===== src/rtl/core/srpc_pkg.sv =====
// srpc_pkg: shared constants and types for the sensor reply packet checker
// no dependencies; used by the top level, input stage, parser and output stage
`timescale 1ns / 1ps
`default_nettype none

package srpc_pkg;

   localparam int unsigned PosWidth = 4;

   localparam logic [PosWidth-1:0] PosHdr0     = 4'd0;
   localparam logic [PosWidth-1:0] PosHdr1     = 4'd1;
   localparam logic [PosWidth-1:0] PosHdr2     = 4'd2;
   localparam logic [PosWidth-1:0] PosType     = 4'd3;
   localparam logic [PosWidth-1:0] PosAddress  = 4'd4;
   localparam logic [PosWidth-1:0] PosValue0   = 4'd5;
   localparam logic [PosWidth-1:0] PosValue1   = 4'd6;
   localparam logic [PosWidth-1:0] PosValue2   = 4'd7;
   localparam logic [PosWidth-1:0] PosValue3   = 4'd8;
   localparam logic [PosWidth-1:0] PosSumHigh  = 4'd9;
   localparam logic [PosWidth-1:0] PosSumLow   = 4'd10;
   localparam logic [PosWidth-1:0] PosComplete = 4'd11;

   localparam logic [7:0] Hdr0Byte = 8'h73;   // 's'
   localparam logic [7:0] Hdr1Byte = 8'h6E;   // 'n'
   localparam logic [7:0] Hdr2Byte = 8'h70;   // 'p'
   localparam logic [7:0] TypeByte = 8'h80;

   // one received byte as held in the input register
   typedef struct packed {
      logic [7:0] rx_byte;
      logic       frame_start;
   } req_item_type;

   // one finished packet verdict
   typedef struct packed {
      logic        packet_ok;
      logic [7:0]  register_address;
      logic [31:0] value_bits;
   } rsp_item_type;

endpackage

`default_nettype wire


===== src/rtl/core/sensor_reply_packet_checker_top.sv =====
// sensor_reply_packet_checker_top: top level of the sensor reply packet checker
// depends on srpc_pkg, srpc_in_stage, srpc_parser and srpc_out_stage
//
// usage
//  - request channel: one received uart byte per transfer (req_rx_byte) with
//    req_frame_start high on the first byte of a new receive window
//  - the block checks the 11-byte reply: header 's','n','p', type byte 0x80
//    and a 16-bit sum of bytes 0 to 8 against the big-endian checksum in
//    bytes 9 and 10
//  - response channel: one transfer per complete packet, on its eleventh
//    byte, with the pass flag, the address byte and the 32-bit value
//  - bytes after the eleventh are swallowed until the next start flag; a
//    start flag mid-packet drops the partial packet without a response
//  - the eleventh byte passes through the input register, then its result through the output register, to rsp_valid
//  - throughput: one byte per cycle, bar a completing byte held by the output,
//    set by the single input register and single pass through the parser logic
//  - a finished result waiting in the output register does not block bytes
//    that cause no result; only a second completing byte waits behind it
//  - reset (synchronous, active high) empties both registers and makes the
//    block expect byte 0 of a packet, even without a start flag
//  - while rsp_valid and rsp_stall are both high the response payload holds steady
`timescale 1ns / 1ps
`default_nettype none

module sensor_reply_packet_checker_top (
   input  wire logic        clock,
   input  wire logic        reset,
   // request channel
   input  wire logic        req_valid,
   output logic             req_stall,
   input  wire logic [7:0]  req_rx_byte,
   input  wire logic        req_frame_start,
   // response channel
   output logic             rsp_valid,
   input  wire logic        rsp_stall,
   output logic             rsp_packet_ok,
   output logic [7:0]       rsp_register_address,
   output logic [31:0]      rsp_value_bits
);

   srpc_pkg::req_item_type req_item;
   srpc_pkg::req_item_type item;
   srpc_pkg::rsp_item_type result;
   srpc_pkg::rsp_item_type rsp_item;
   logic item_valid;
   logic done;
   logic out_free;
   logic advance;
   logic out_load;

   assign req_item.rx_byte     = req_rx_byte;
   assign req_item.frame_start = req_frame_start;

   // a byte moves on unless it completes a packet while the output is full and stalled
   assign advance  = item_valid & (~done | out_free);
   assign out_load = advance & done;

   srpc_in_stage u_in_stage (
      .clock      (clock),
      .reset      (reset),
      .req_valid  (req_valid),
      .req_stall  (req_stall),
      .req_item   (req_item),
      .advance    (advance),
      .item_valid (item_valid),
      .item       (item)
   );

   // packet state and checks, updated once per byte that moves on
   srpc_parser u_parser (
      .clock   (clock),
      .reset   (reset),
      .advance (advance),
      .item    (item),
      .done    (done),
      .result  (result)
   );

   srpc_out_stage u_out_stage (
      .clock     (clock),
      .reset     (reset),
      .load      (out_load),
      .result    (result),
      .free      (out_free),
      .rsp_valid (rsp_valid),
      .rsp_stall (rsp_stall),
      .rsp_item  (rsp_item)
   );

   assign rsp_packet_ok        = rsp_item.packet_ok;
   assign rsp_register_address = rsp_item.register_address;
   assign rsp_value_bits       = rsp_item.value_bits;

endmodule

`default_nettype wire


===== src/rtl/core/srpc_in_stage.sv =====
// srpc_in_stage: input register holding one received byte and its start flag
// depends on srpc_pkg
`timescale 1ns / 1ps
`default_nettype none

module srpc_in_stage (
   input  wire logic                  clock,
   input  wire logic                  reset,
   input  wire logic                  req_valid,
   output logic                       req_stall,
   input  wire srpc_pkg::req_item_type req_item,
   input  wire logic                  advance,
   output logic                       item_valid,
   output srpc_pkg::req_item_type     item
);

   logic                   valid_ff;
   logic                   valid_in;
   srpc_pkg::req_item_type item_ff;
   logic                   load;

   // the register takes a new byte when empty or when its byte moves on
   assign req_stall = valid_ff & ~advance;
   assign load      = req_valid & ~req_stall;
   assign valid_in  = load | (valid_ff & ~advance);

   always_ff @(posedge clock) begin
      if (reset) begin
         valid_ff <= 1'b0;
      end else begin
         valid_ff <= valid_in;
      end
   end

   always_ff @(posedge clock) begin
      if (load) begin
         item_ff <= req_item;
      end
   end

   assign item_valid = valid_ff;
   assign item       = item_ff;

endmodule

`default_nettype wire


===== src/rtl/core/srpc_parser.sv =====
// srpc_parser: packet position, header checks, checksum and field capture
// depends on srpc_pkg
`timescale 1ns / 1ps
`default_nettype none

module srpc_parser (
   input  wire logic                   clock,
   input  wire logic                   reset,
   input  wire logic                   advance,
   input  wire srpc_pkg::req_item_type item,
   output logic                        done,
   output srpc_pkg::rsp_item_type      result
);

   logic [srpc_pkg::PosWidth-1:0] pos_ff, pos_in, pos_base;
   logic [15:0] sum_ff, sum_in, sum_base;
   logic        match_ff, match_in, match_base;
   logic [7:0]  addr_ff, addr_in, addr_base;
   logic [31:0] value_ff, value_in, value_base;
   logic [7:0]  b;

   assign b = item.rx_byte;

   // start flag drops any partial packet
   always_comb begin
      if (item.frame_start) begin
         pos_base   = srpc_pkg::PosHdr0;
         sum_base   = '0;
         match_base = 1'b1;
         addr_base  = '0;
         value_base = '0;
      end else begin
         pos_base   = pos_ff;
         sum_base   = sum_ff;
         match_base = match_ff;
         addr_base  = addr_ff;
         value_base = value_ff;
      end
   end

   always_comb begin
      pos_in   = pos_base;
      sum_in   = sum_base;
      match_in = match_base;
      addr_in  = addr_base;
      value_in = value_base;
      done     = 1'b0;
      if (pos_base < srpc_pkg::PosComplete) begin
         pos_in = pos_base + 1'b1;
         done   = (pos_base == srpc_pkg::PosSumLow);
         if (pos_base < srpc_pkg::PosSumHigh) begin
            sum_in = sum_base + {8'h00, b};
         end
         case (pos_base)
            srpc_pkg::PosHdr0:    match_in = match_base & (b == srpc_pkg::Hdr0Byte);
            srpc_pkg::PosHdr1:    match_in = match_base & (b == srpc_pkg::Hdr1Byte);
            srpc_pkg::PosHdr2:    match_in = match_base & (b == srpc_pkg::Hdr2Byte);
            srpc_pkg::PosType:    match_in = match_base & (b == srpc_pkg::TypeByte);
            srpc_pkg::PosAddress: addr_in  = b;
            srpc_pkg::PosValue0,
            srpc_pkg::PosValue1,
            srpc_pkg::PosValue2,
            srpc_pkg::PosValue3:  value_in = {value_base[23:0], b};
            srpc_pkg::PosSumHigh: match_in = match_base & (b == sum_base[15:8]);
            default:              match_in = match_base & (b == sum_base[7:0]);
         endcase
      end
   end

   always_ff @(posedge clock) begin
      if (reset) begin
         pos_ff   <= srpc_pkg::PosHdr0;
         sum_ff   <= '0;
         match_ff <= 1'b1;
         addr_ff  <= '0;
         value_ff <= '0;
      end else if (advance) begin
         pos_ff   <= pos_in;
         sum_ff   <= sum_in;
         match_ff <= match_in;
         addr_ff  <= addr_in;
         value_ff <= value_in;
      end
   end

   assign result.packet_ok        = match_in;
   assign result.register_address = addr_in;
   assign result.value_bits       = value_in;

endmodule

`default_nettype wire


===== src/rtl/core/srpc_out_stage.sv =====
// srpc_out_stage: result register towards the response channel
// depends on srpc_pkg
`timescale 1ns / 1ps
`default_nettype none

module srpc_out_stage (
   input  wire logic                   clock,
   input  wire logic                   reset,
   input  wire logic                   load,
   input  wire srpc_pkg::rsp_item_type result,
   output logic                        free,
   output logic                        rsp_valid,
   input  wire logic                   rsp_stall,
   output srpc_pkg::rsp_item_type      rsp_item
);

   logic                   valid_ff;
   logic                   valid_in;
   srpc_pkg::rsp_item_type item_ff;

   assign free     = ~valid_ff | ~rsp_stall;
   assign valid_in = load | (valid_ff & rsp_stall);

   always_ff @(posedge clock) begin
      if (reset) begin
         valid_ff <= 1'b0;
      end else begin
         valid_ff <= valid_in;
      end
   end

   always_ff @(posedge clock) begin
      if (load) begin
         item_ff <= result;
      end
   end

   assign rsp_valid = valid_ff;
   assign rsp_item  = item_ff;

endmodule

`default_nettype wire


===== config.mk =====
export PLATFORM = sky130hd
export DESIGN_NAME = sensor_reply_packet_checker_top
export DESIGN_NICKNAME = d
export VERILOG_FILES = /design/src/rtl/core/srpc_pkg.sv /design/src/rtl/core/sensor_reply_packet_checker_top.sv /design/src/rtl/core/srpc_in_stage.sv /design/src/rtl/core/srpc_parser.sv /design/src/rtl/core/srpc_out_stage.sv
export SDC_FILE = /design/constraint.sdc
export NUM_CORES = 1
export LEC_CHECK = 0
export BUFFER_PORTS_ARGS = -buffer_cell sky130_fd_sc_hd__buf_2
export CAP_MARGIN = 15
export CORE_MARGIN = 4
export CORE_UTILIZATION = 63
export DETAILED_ROUTE_END_ITERATION = 8
export PLACE_DENSITY_LB_ADDON = 0.05
export SYNTH_ARGS = -nofsm -noshare
export SYNTH_HDL_FRONTEND = slang
export SYNTH_HIERARCHICAL = 1
export SYNTH_SLANG_ARGS = --single-unit
export TNS_END_PERCENT = 20

===== constraint.sdc =====
create_clock -name clock -period 5.4 [get_ports clock]
set_clock_uncertainty 0.15 [all_clocks]
set_input_delay 0.27 -clock clock [delete_from_list [all_inputs] [get_ports clock]]
set_output_delay 0.27 -clock clock [all_outputs]
set_load 0.01 [all_outputs]

==> flow_summary.ini, run 1 <==
[timing]
finalCriticalPeriod_ns = 3.41
rsz0062_at_grt = false
tns_ns = 0
worst_pin_slew_ns = 0.968
worst_slack_ns = 1.99
final_hold_viol_count = 0
fin_crit_sh_pct = 63.1
slew-limit-headroom_pct = 35.5
setup_violations = 0
final_max_slew_viol_count = 0
fmax_mhz = 294
whs_ns = 0.226

[logic_synthesis]
seq_area_frac_synth_pct = 50.6
synth_async_sr_flop_share_pct = 0
synth-warning-count = 6
synthTopCellsByCount = 73 x nor2_1, 70 x nand2_1, 63 x dfxtp_1, 50 x edfxtp_1, 43 x a21oi_1
synth.mux.area_fraction_pct = 8.79
synth-simple-area-share_pct = 19.9
syn-num-nets = 582
synth_xor_area_share_pct = 2.72
yosys.area.top_type = edfxtp_1
syn-mean-instance-area_sq_um = 9.76
synth_top_family_by_area = simple AND/OR/NAND/NOR gates
synth_area_sq_um = 5460
synth_compound_area_share_pct = 11.7
synthFlopType = dfxtp_1
synthAdderAreaFrac_pct = 2.20
netlist_instances = 560
synth_edf_count = 50
synth.area.top_cells = edfxtp_1 27%, dfxtp_1 23%, mux2i_1 7.1%, nor2_1 5.0%, nand2_1 4.8%
yosysMostFrequentCell = nor2_1
yosys.area.top_type_share_pct = 27.5
yosysUniqueCellTypes = 66
yosys_register_bits = 113

[layout]
seqCellArea_sq_um = 2760
diodes = 0
drive_above_1_share_pct = 17.7
nFillCells = 581
postLayoutCoreUtil_pct = 76.8
multi_input_area_sq_um = 2480
nNetsFinal = 636
area_delta_synth_final_pct = 17.2

[detailed_routing]
vias = 4366
drc = 0
drtIter0Drc = 276
drt_wl_total_mm = 12.7
routedWlPerCell_microns = 17.3
detail-route-antenna-nets = 0
dr.pass1.iters = 6
vias_per_cell = 5.96

[worst_hold_path]
holdPathStages = 3
hold_path.class = in2reg

[pwr]
p_per_area_nw_per_um2 = 327
p_leak_nw = 2.32
totalPowerFinal_mw = 2.09
ir_worst_vdd_uv = 227

[die]
row_count = 33
die_h_microns = 101
die_w_microns = 101
die_area_sq_um = 10200
num_io_pins = 56
coreArea_sq_um = 8340
start_util_pct = 65.5

[clock_network]
clockBufferDepth = 2
clkTransAtPathRegs_ns = 0.06
clk_latency_ns = 0.52
cts_buffers = 17
cts.sinks = 113
cts-root-buf = clkbuf_8
htree_levels = 4
post_cts_buffers = 0
cts_tree = built

[grt]
grt_pass1_vias = 4288
grt_max_degree = 66
grt_overflow = 0
antenna_found_initial = 0
grt_pass1_wl_mm = 20.6
grt_use_total_pct = 25.9

[critical_path]
arrival_ns = 3.63
end_kind = register
critPathKind = reg2reg
reg2reg_depth = 11
cp_max_fo = 58
start_kind = register
required_ns = 5.63

[placed_design]
hpwl_mm = 8.05
dp_slack_ns = 2.16
portBuffers = 55
gp_congestion = 0.884

[status]
status = finished, final reports clean

[run]
maxCapViolCount = 0
## kinds of logic (layout without fill, tap and decap cells)
group | after synthesis | count (layout)
DFF | 113 | 113
xor gates and xnor gates | 17 | 17
muxes | 47 | 47
adders and majority gates | 9 | 9
and+or+nand+nor | 226 | 226
AOI/OAI and AO/OA | 100 | 100
buffers and inverters | 48 | 115
## state kept, by name, summed over array words and instances, names as in the netlist
register	cells
u_parser/sum_ff	16
u_in_stage/item_valid	1
u_parser/pos_ff	4
u_in_stage/item	9
u_out_stage/rsp_item	41
u_parser/value_ff	32
u_out_stage/rsp_valid	1
u_parser/match_ff	1
u_parser/addr_ff	8
## worst max-delay path, cell delays in order, from the launching register on
cell and delay (ns):
edfxtp_1 0.36, buf_4 0.45, inv_1 0.40, nand2_1 0.23, inv_1 0.06, ha_1 0.28, a21o_1 0.21, a2111oi_2 0.52
a211oi_1 0.24, nand4_1 0.17, xnor2_1 0.13, nor2_1 0.05
## layer usage
metal,GRT usage (%),part of all wire [%],vias to the layer above
met5,0,0,-
met2,44.8,52,162
met1,29.6,40,2098
li1,-,-,2078
met3,7.02,6.3,28
met4,12.4,2.3,0
## worst paths after layout
check	from	to	slack [ns]
max	u_in_stage/item[0]$_DFFE_PP_	u_parser/sum_ff[11]$_SDFFE_PP0P_	1.99
min reg2reg	u_parser/value_ff[28]$_SDFFE_PP0P_	u_parser/value_ff[28]$_SDFFE_PP0P_	0.31
max reg2reg	u_in_stage/item[0]$_DFFE_PP_	u_parser/sum_ff[11]$_SDFFE_PP0P_	1.99
min	reset	u_parser/pos_ff[0]$_SDFFE_PP0P_	0.23
## layout make-up
cell class | instances | area share [%]
sequential | 113 | 43.1
multi-input combinational | 399 | 38.7
timing repair buffer | 72 | 6.72
clock buffer | 18 | 6.52
clock inverter | 14 | 2.19
tap | 105 | 2.05
inverter | 11 | 0.645
## placed cells by master (no fill, tap or decap), types with 3 or more instances in the layout
master and count:
clkbuf_16 16, o21ai_0 17, o21a_1 4, mux2_2 8, ha_1 8, o211ai_1 3
mux2i_1 39, nand2_1 70, a211oi_1 4, dlygate4sd3_1 11, buf_4 6, nor3_1 10
buf_2 55, dfxtp_1 63, inv_1 11, clkinv_2 6, a21oi_1 43, and3_1 4
nand3_1 4, or3_1 27, xnor2_1 12, nand2b_1 4, xor2_1 5, edfxtp_1 50
nor2b_1 17, a31oi_1 4, nor2_1 73
## timing repair
item | CTS | global route
hold endpoints to repair | 11 | 0
hold buffers | 11 | 0
resized for setup | 0 | 0
## through the flow
step / instances / instance area (sq um)
final: 732 / 6400
after global routing: 732 / 6400
after detailed placement: 689 / 5740
after CTS: 732 / 6400
after global placement: 689 / 5740
after floorplan: 560 / 5460
## where the power goes
group          internal [mW]  leakage [nW]  switching, mW
sequential             0.901         0.960         0.0178
clock                  0.654         0.275          0.398
combinational         0.0463          1.08         0.0763
No activity file was read; power rests on OpenSTA's default activity.
==> run 2, diff against run 1 <==
--- a/config.mk
+++ b/config.mk
@@ -8,7 +8,7 @@
 export BUFFER_PORTS_ARGS = -buffer_cell sky130_fd_sc_hd__buf_2
 export CAP_MARGIN = 15
 export CORE_MARGIN = 4
-export CORE_UTILIZATION = 63
+export CORE_UTILIZATION = 59
 export DETAILED_ROUTE_END_ITERATION = 8
 export PLACE_DENSITY_LB_ADDON = 0.05
 export SYNTH_ARGS = -nofsm -noshare
==> constraint.sdc (replaced) <==
create_clock -name clock -period 3.4 [get_ports clock]
set_clock_uncertainty 0.15 [all_clocks]
set_input_delay 0.17 -clock clock [delete_from_list [all_inputs] [get_ports clock]]
set_output_delay 0.17 -clock clock [all_outputs]
set_load 0.01 [all_outputs]
==> flow_summary.ini, run 2 (same netlist as run 1, synthesis figures left out) <==
[layout]
layout_commonest_cell = nor2_1
layout_common_cells = 73 x nor2_1, 70 x nand2_1, 63 x dfxtp_1
nFillCells = 677
seqCellArea_sq_um = 2760
diodes = 0
largest_reg_flops = 41
multi_input_area_sq_um = 2480
area_delta_synth_final_pct = 18.3
drive_above_1_share_pct = 18.4
nNetsFinal = 641

[clock_network]
cts_resized = 0
clockBufferDepth = 2
clk_latency_ns = 0.50
cts_tree = built
cts-root-buf = clkbuf_8
cts.sinks = 113
htree_levels = 4
cts_buffers = 17
clkTransAtPathRegs_ns = 0.06

[grt]
grt_max_degree = 51
antenna_found_initial = 0
grt_pass1_vias = 4261
grt_overflow = 0
grt_pass1_wl_mm = 20.7
grt_use_total_pct = 23.4

[critical_path]
required_ns = 3.60
crit_path_start = u_in_stage/item[0]$_DFFE_PP_
crit_top_cell = nor2b_1
end_kind = register
arrival_ns = 3.02
critPathKind = reg2reg
critPathTopFamily = compound AO/OA/AOI/OAI gates
r2r_start = u_in_stage/item[0]$_DFFE_PP_
slowest_stage = edfxtp_1
path_buf_inv = 1
reg2reg_depth = 10
worstSetupPathDepth = 10
cp_slowest_stage_delay_ns = 0.52
cp_max_fo = 9
start_kind = register
crit_chain = nor2b_1, ha_1, inv_1, fa_1, nor2b_1, o21ai_0, a21oi_1, o211ai_1, xnor2_1, nor2_1

[timing]
whs_ns = 0.131
setup_violations = 0
tns_ns = 0
fmax_mhz = 356
final_max_slew_viol_count = 0
slew-limit-headroom_pct = 31.5
fin_crit_sh_pct = 82.7
worst_pin_slew_ns = 1.03
finalCriticalPeriod_ns = 2.81
rsz0062_at_grt = false
final_hold_viol_count = 0

[worst_hold_path]
hp-start = reset
holdPathStages = 2
hold_path.class = in2reg

[die]
num_io_pins = 56
row_count = 34
die_area_sq_um = 10900
die_h_microns = 104
start_util_pct = 61.8
die_w_microns = 104
coreArea_sq_um = 8850

[detailed_routing]
vias = 4358
drc = 0
dr.pass1.iters = 8
drtIter0Drc = 335
routedWlPerCell_microns = 17.1
drt_wl_total_mm = 12.6
detail-route-antenna-nets = 0
vias_per_cell = 5.89

[run]
maxCapViolCount = 0

[pwr]
p_per_area_nw_per_um2 = 518
p_leak_nw = 2.34
ir_worst_vdd_uv = 373

[placed_design]
gp_congestion = 0.890
portBuffers = 55
hpwl_mm = 8.02

[status]
status = finished, final reports clean
-- run 2: cell count changes in the layout (fill, tap and decap cells not counted) --
cell	previous run	this run
buf_4	6	11
clkinv_2	6	1
clkinv_4	2	5
clkbuf_1	1	0
clkinv_1	0	1
clkinvlp_4	2	3
inv_6	2	3
-- run 2: cell type report --
| type | instances | share of cell area, % |
|---|---|---|
| Sequential cell | 113 | 42.7 |
| Multi-Input combinational cell | 399 | 38.4 |
| Timing Repair Buffer | 77 | 7.24 |
| Clock buffer | 17 | 6.41 |
| Clock inverter | 15 | 2.50 |
| Tap cell | 108 | 2.09 |
| Inverter | 11 | 0.639 |
-- run 2: through the flow --
stage	std cells	power (mW)	util (%)	setup slack (ns)	area (sq um)
finish	740	3.35	73.0	0.587	6460
global route	740	3.46	73.0	0.364	6460
CTS	740	3.38	73.0	0.601	6460
detailed placement	697	1.67	65.3	0.691	5780
global placement	697	1.67	65.3	0.711	5780
floorplan	560	1.62	-	0.127	5460
-- run 2: worst paths after layout --
check | endpoint | slack [ns]
worst max register to register | u_parser/sum_ff[8]$_SDFFE_PP0P_ | 0.59
worst max-delay path | u_parser/sum_ff[8]$_SDFFE_PP0P_ | 0.59
worst min-delay path | u_parser/sum_ff[15]$_SDFFE_PP0P_ | 0.13
worst min register to register | u_parser/value_ff[29]$_SDFFE_PP0P_ | 0.31
-- run 2: where the power goes --
part | switching, mW | internal (mW) | total (mW)
Combinational | 0.121 | 0.0776 | 0.199
Clock | 0.643 | 1.05 | 1.69
Sequential | 0.0294 | 1.43 | 1.46
-- run 2: what timing repair did --
action	4_1_cts	5_1_grt
endpoints found under the hold margin	11	0
buffers inserted	0	0
hold buffers	11	0
-- run 2: metal layers --
metal / vias to the layer above / global-route usage, % / part of all wire (%)
li1: 2096 / - / -
met1: 2102 / 28.6 / 42
met2: 148 / 40.8 / 52
met3: 12 / 5.21 / 5.0
met4: 0 / 7.98 / 1.6
met5: - / 0 / 0
==> run 3, diff against run 2 <==
--- a/config.mk
+++ b/config.mk
@@ -8,7 +8,7 @@
 export BUFFER_PORTS_ARGS = -buffer_cell sky130_fd_sc_hd__buf_2
 export CAP_MARGIN = 15
 export CORE_MARGIN = 4
-export CORE_UTILIZATION = 59
+export CORE_UTILIZATION = 53
 export DETAILED_ROUTE_END_ITERATION = 8
 export PLACE_DENSITY_LB_ADDON = 0.05
 export SYNTH_ARGS = -nofsm -noshare
==> constraint.sdc (replaced) <==
create_clock -name clock -period 2.49 [get_ports clock]
set_clock_uncertainty 0.15 [all_clocks]
set_input_delay 0.1245 -clock clock [delete_from_list [all_inputs] [get_ports clock]]
set_output_delay 0.1245 -clock clock [all_outputs]
set_load 0.01 [all_outputs]
==> flow_summary.ini, run 3 (same netlist as run 1, synthesis figures left out) <==
[critical_path]
arrival_ns = 2.67
cp_max_fo = 6
slowest_stage = edfxtp_1
r2r_start = u_in_stage/item[0]$_DFFE_PP_
path_buf_inv = 1
critPathKind = reg2reg
critPathTopFamily = compound AO/OA/AOI/OAI gates
required_ns = 2.73
crit_path_start = u_in_stage/item[0]$_DFFE_PP_
start_kind = register
crit_chain = buf_6, nor2_2, ha_4, and3_4, a2111oi_4, a211oi_2, nand4_1, xnor2_1, nor2_1
end_kind = register
cp_slowest_stage_delay_ns = 0.49

[clock_network]
cts.sinks = 113
cts_buffers = 17
cts-root-buf = clkbuf_8
clk_latency_ns = 0.52
clkTransAtPathRegs_ns = 0.06
cts_tree = built
clockBufferDepth = 2
htree_levels = 4

[detailed_routing]
drt_wl_total_mm = 13.5
dr.pass1.iters = 5
drc = 0
vias = 4447
vias_per_cell = 5.59
drtIter0Drc = 237
routedWlPerCell_microns = 16.9
detail-route-antenna-nets = 0

[die]
num_io_pins = 56
die_area_sq_um = 12000
start_util_pct = 55.1
die_h_microns = 110
row_count = 36
coreArea_sq_um = 9910
die_w_microns = 110

[layout]
nFillCells = 773
drive_above_1_share_pct = 24.4
postLayoutCoreUtil_pct = 70.6
stdcell_area_sq_um = 7000
diodes = 0
area_delta_synth_final_pct = 28.0
layout_commonest_cell = nor2_1
layout_common_cells = 71 x nor2_1, 70 x nand2_1, 62 x dfxtp_1
nNetsFinal = 672
largest_reg_flops = 41

[placed_design]
hpwl_mm = 8.84
place_area_sq_um = 6070
gp_congestion = 0.864
dp_slack_ns = -0.0351
portBuffers = 55

[timing]
rsz0062_at_grt = true
final_max_slew_viol_count = 0
setup_violations = 0
fmax_mhz = 411
final_hold_viol_count = 0
fin_crit_sh_pct = 97.8
worst_pin_slew_ns = 0.575
finalCriticalPeriod_ns = 2.44
slew-limit-headroom_pct = 61.6
worst_slack_ns = 0.0548

[run]
maxCapViolCount = 0

[pwr]
ir_worst_vdd_uv = 412
p_leak_nw = 2.57
p_per_area_nw_per_um2 = 710

[grt]
grt_pass1_wl_mm = 21.6
grt_use_total_pct = 23.7
grt_overflow = 0
grt_max_degree = 50
grt_pass1_vias = 4428
antenna_found_initial = 0

[worst_hold_path]
hold_path.class = in2reg
hp-start = req_rx_byte[4]

[status]
status = finished, final reports clean
## run 3: changes by cell type in the layout (fill, tap and decap cells not counted), sizes merged
cell / delta
clkinv: -2
dlygate4sd3: +2
clkbuf: +3
bufinv: +4
inv: -2
clkinvlp: -3
buf: +29
## run 3: through the flow
stage               hold WS [ns]  power (mW)  TNS (ns)  cells
global placement           0.151        2.32         0    746
detailed placement         0.153        2.32    -0.102    746
global route               0.167        5.13    -0.346    796
finish                     0.166        4.97         0    796
floorplan                 0.0469        2.22     -1.51    560
CTS                        0.139        4.96         0    792
## run 3: power breakdown
group	switching, mW	leakage (nW)	internal, mW	total [mW]
Clock	0.817	0.314	1.82	2.63
Combinational	0.195	1.29	0.152	0.347
Sequential	0.0328	0.960	1.95	1.99
## run 3: area by class of cell
type	instances	area, sq um	share of cell area, %
clock buffer	20	425	6.08
multi-input combinational	399	2610	37.3
clock inverter	12	213	3.04
sequential	113	2760	39.5
inverter	11	41.3	0.590
timing repair buffer	108	774	11.1
tap	133	166	2.38
## run 3: what timing repair did
action	CTS	global route
setup buffers	1	4
hold buffers	13	0
gates cloned	0	0
endpoints found under the hold margin	33	0
pin swaps	4	10
resized for setup	1	26
endpoints found under the setup margin	5	20
## run 3: path summary, 6_finish.rpt
path	slack [ns]	cells past startpoint	endpoint
min	0.17	2	u_in_stage/item[5]$_DFFE_PP_
max reg2reg	0.05	9	u_parser/sum_ff[11]$_SDFFE_PP0P_
max	0.05	9	u_parser/sum_ff[11]$_SDFFE_PP0P_
min reg2reg	0.31	2	u_parser/value_ff[30]$_SDFFE_PP0P_
## run 3: worst reg2reg max path: cells and delay by family (launching register included)
kind	cells	cell delay, ns
xor+xnor	1	0.12
buf+inv	1	0.18
fa+ha+maj	1	0.24
simple gates	4	0.52
flops	1	0.49
compound gates	2	0.60
## run 3: routing by layer
layer,up-vias,GRT usage [%],share of wire (%)
li1,2156,-,-
met1,2151,27.6,40
met2,120,42.5,53
met3,20,5.52,4.4
met4,0,8.37,1.7
met5,-,0,0
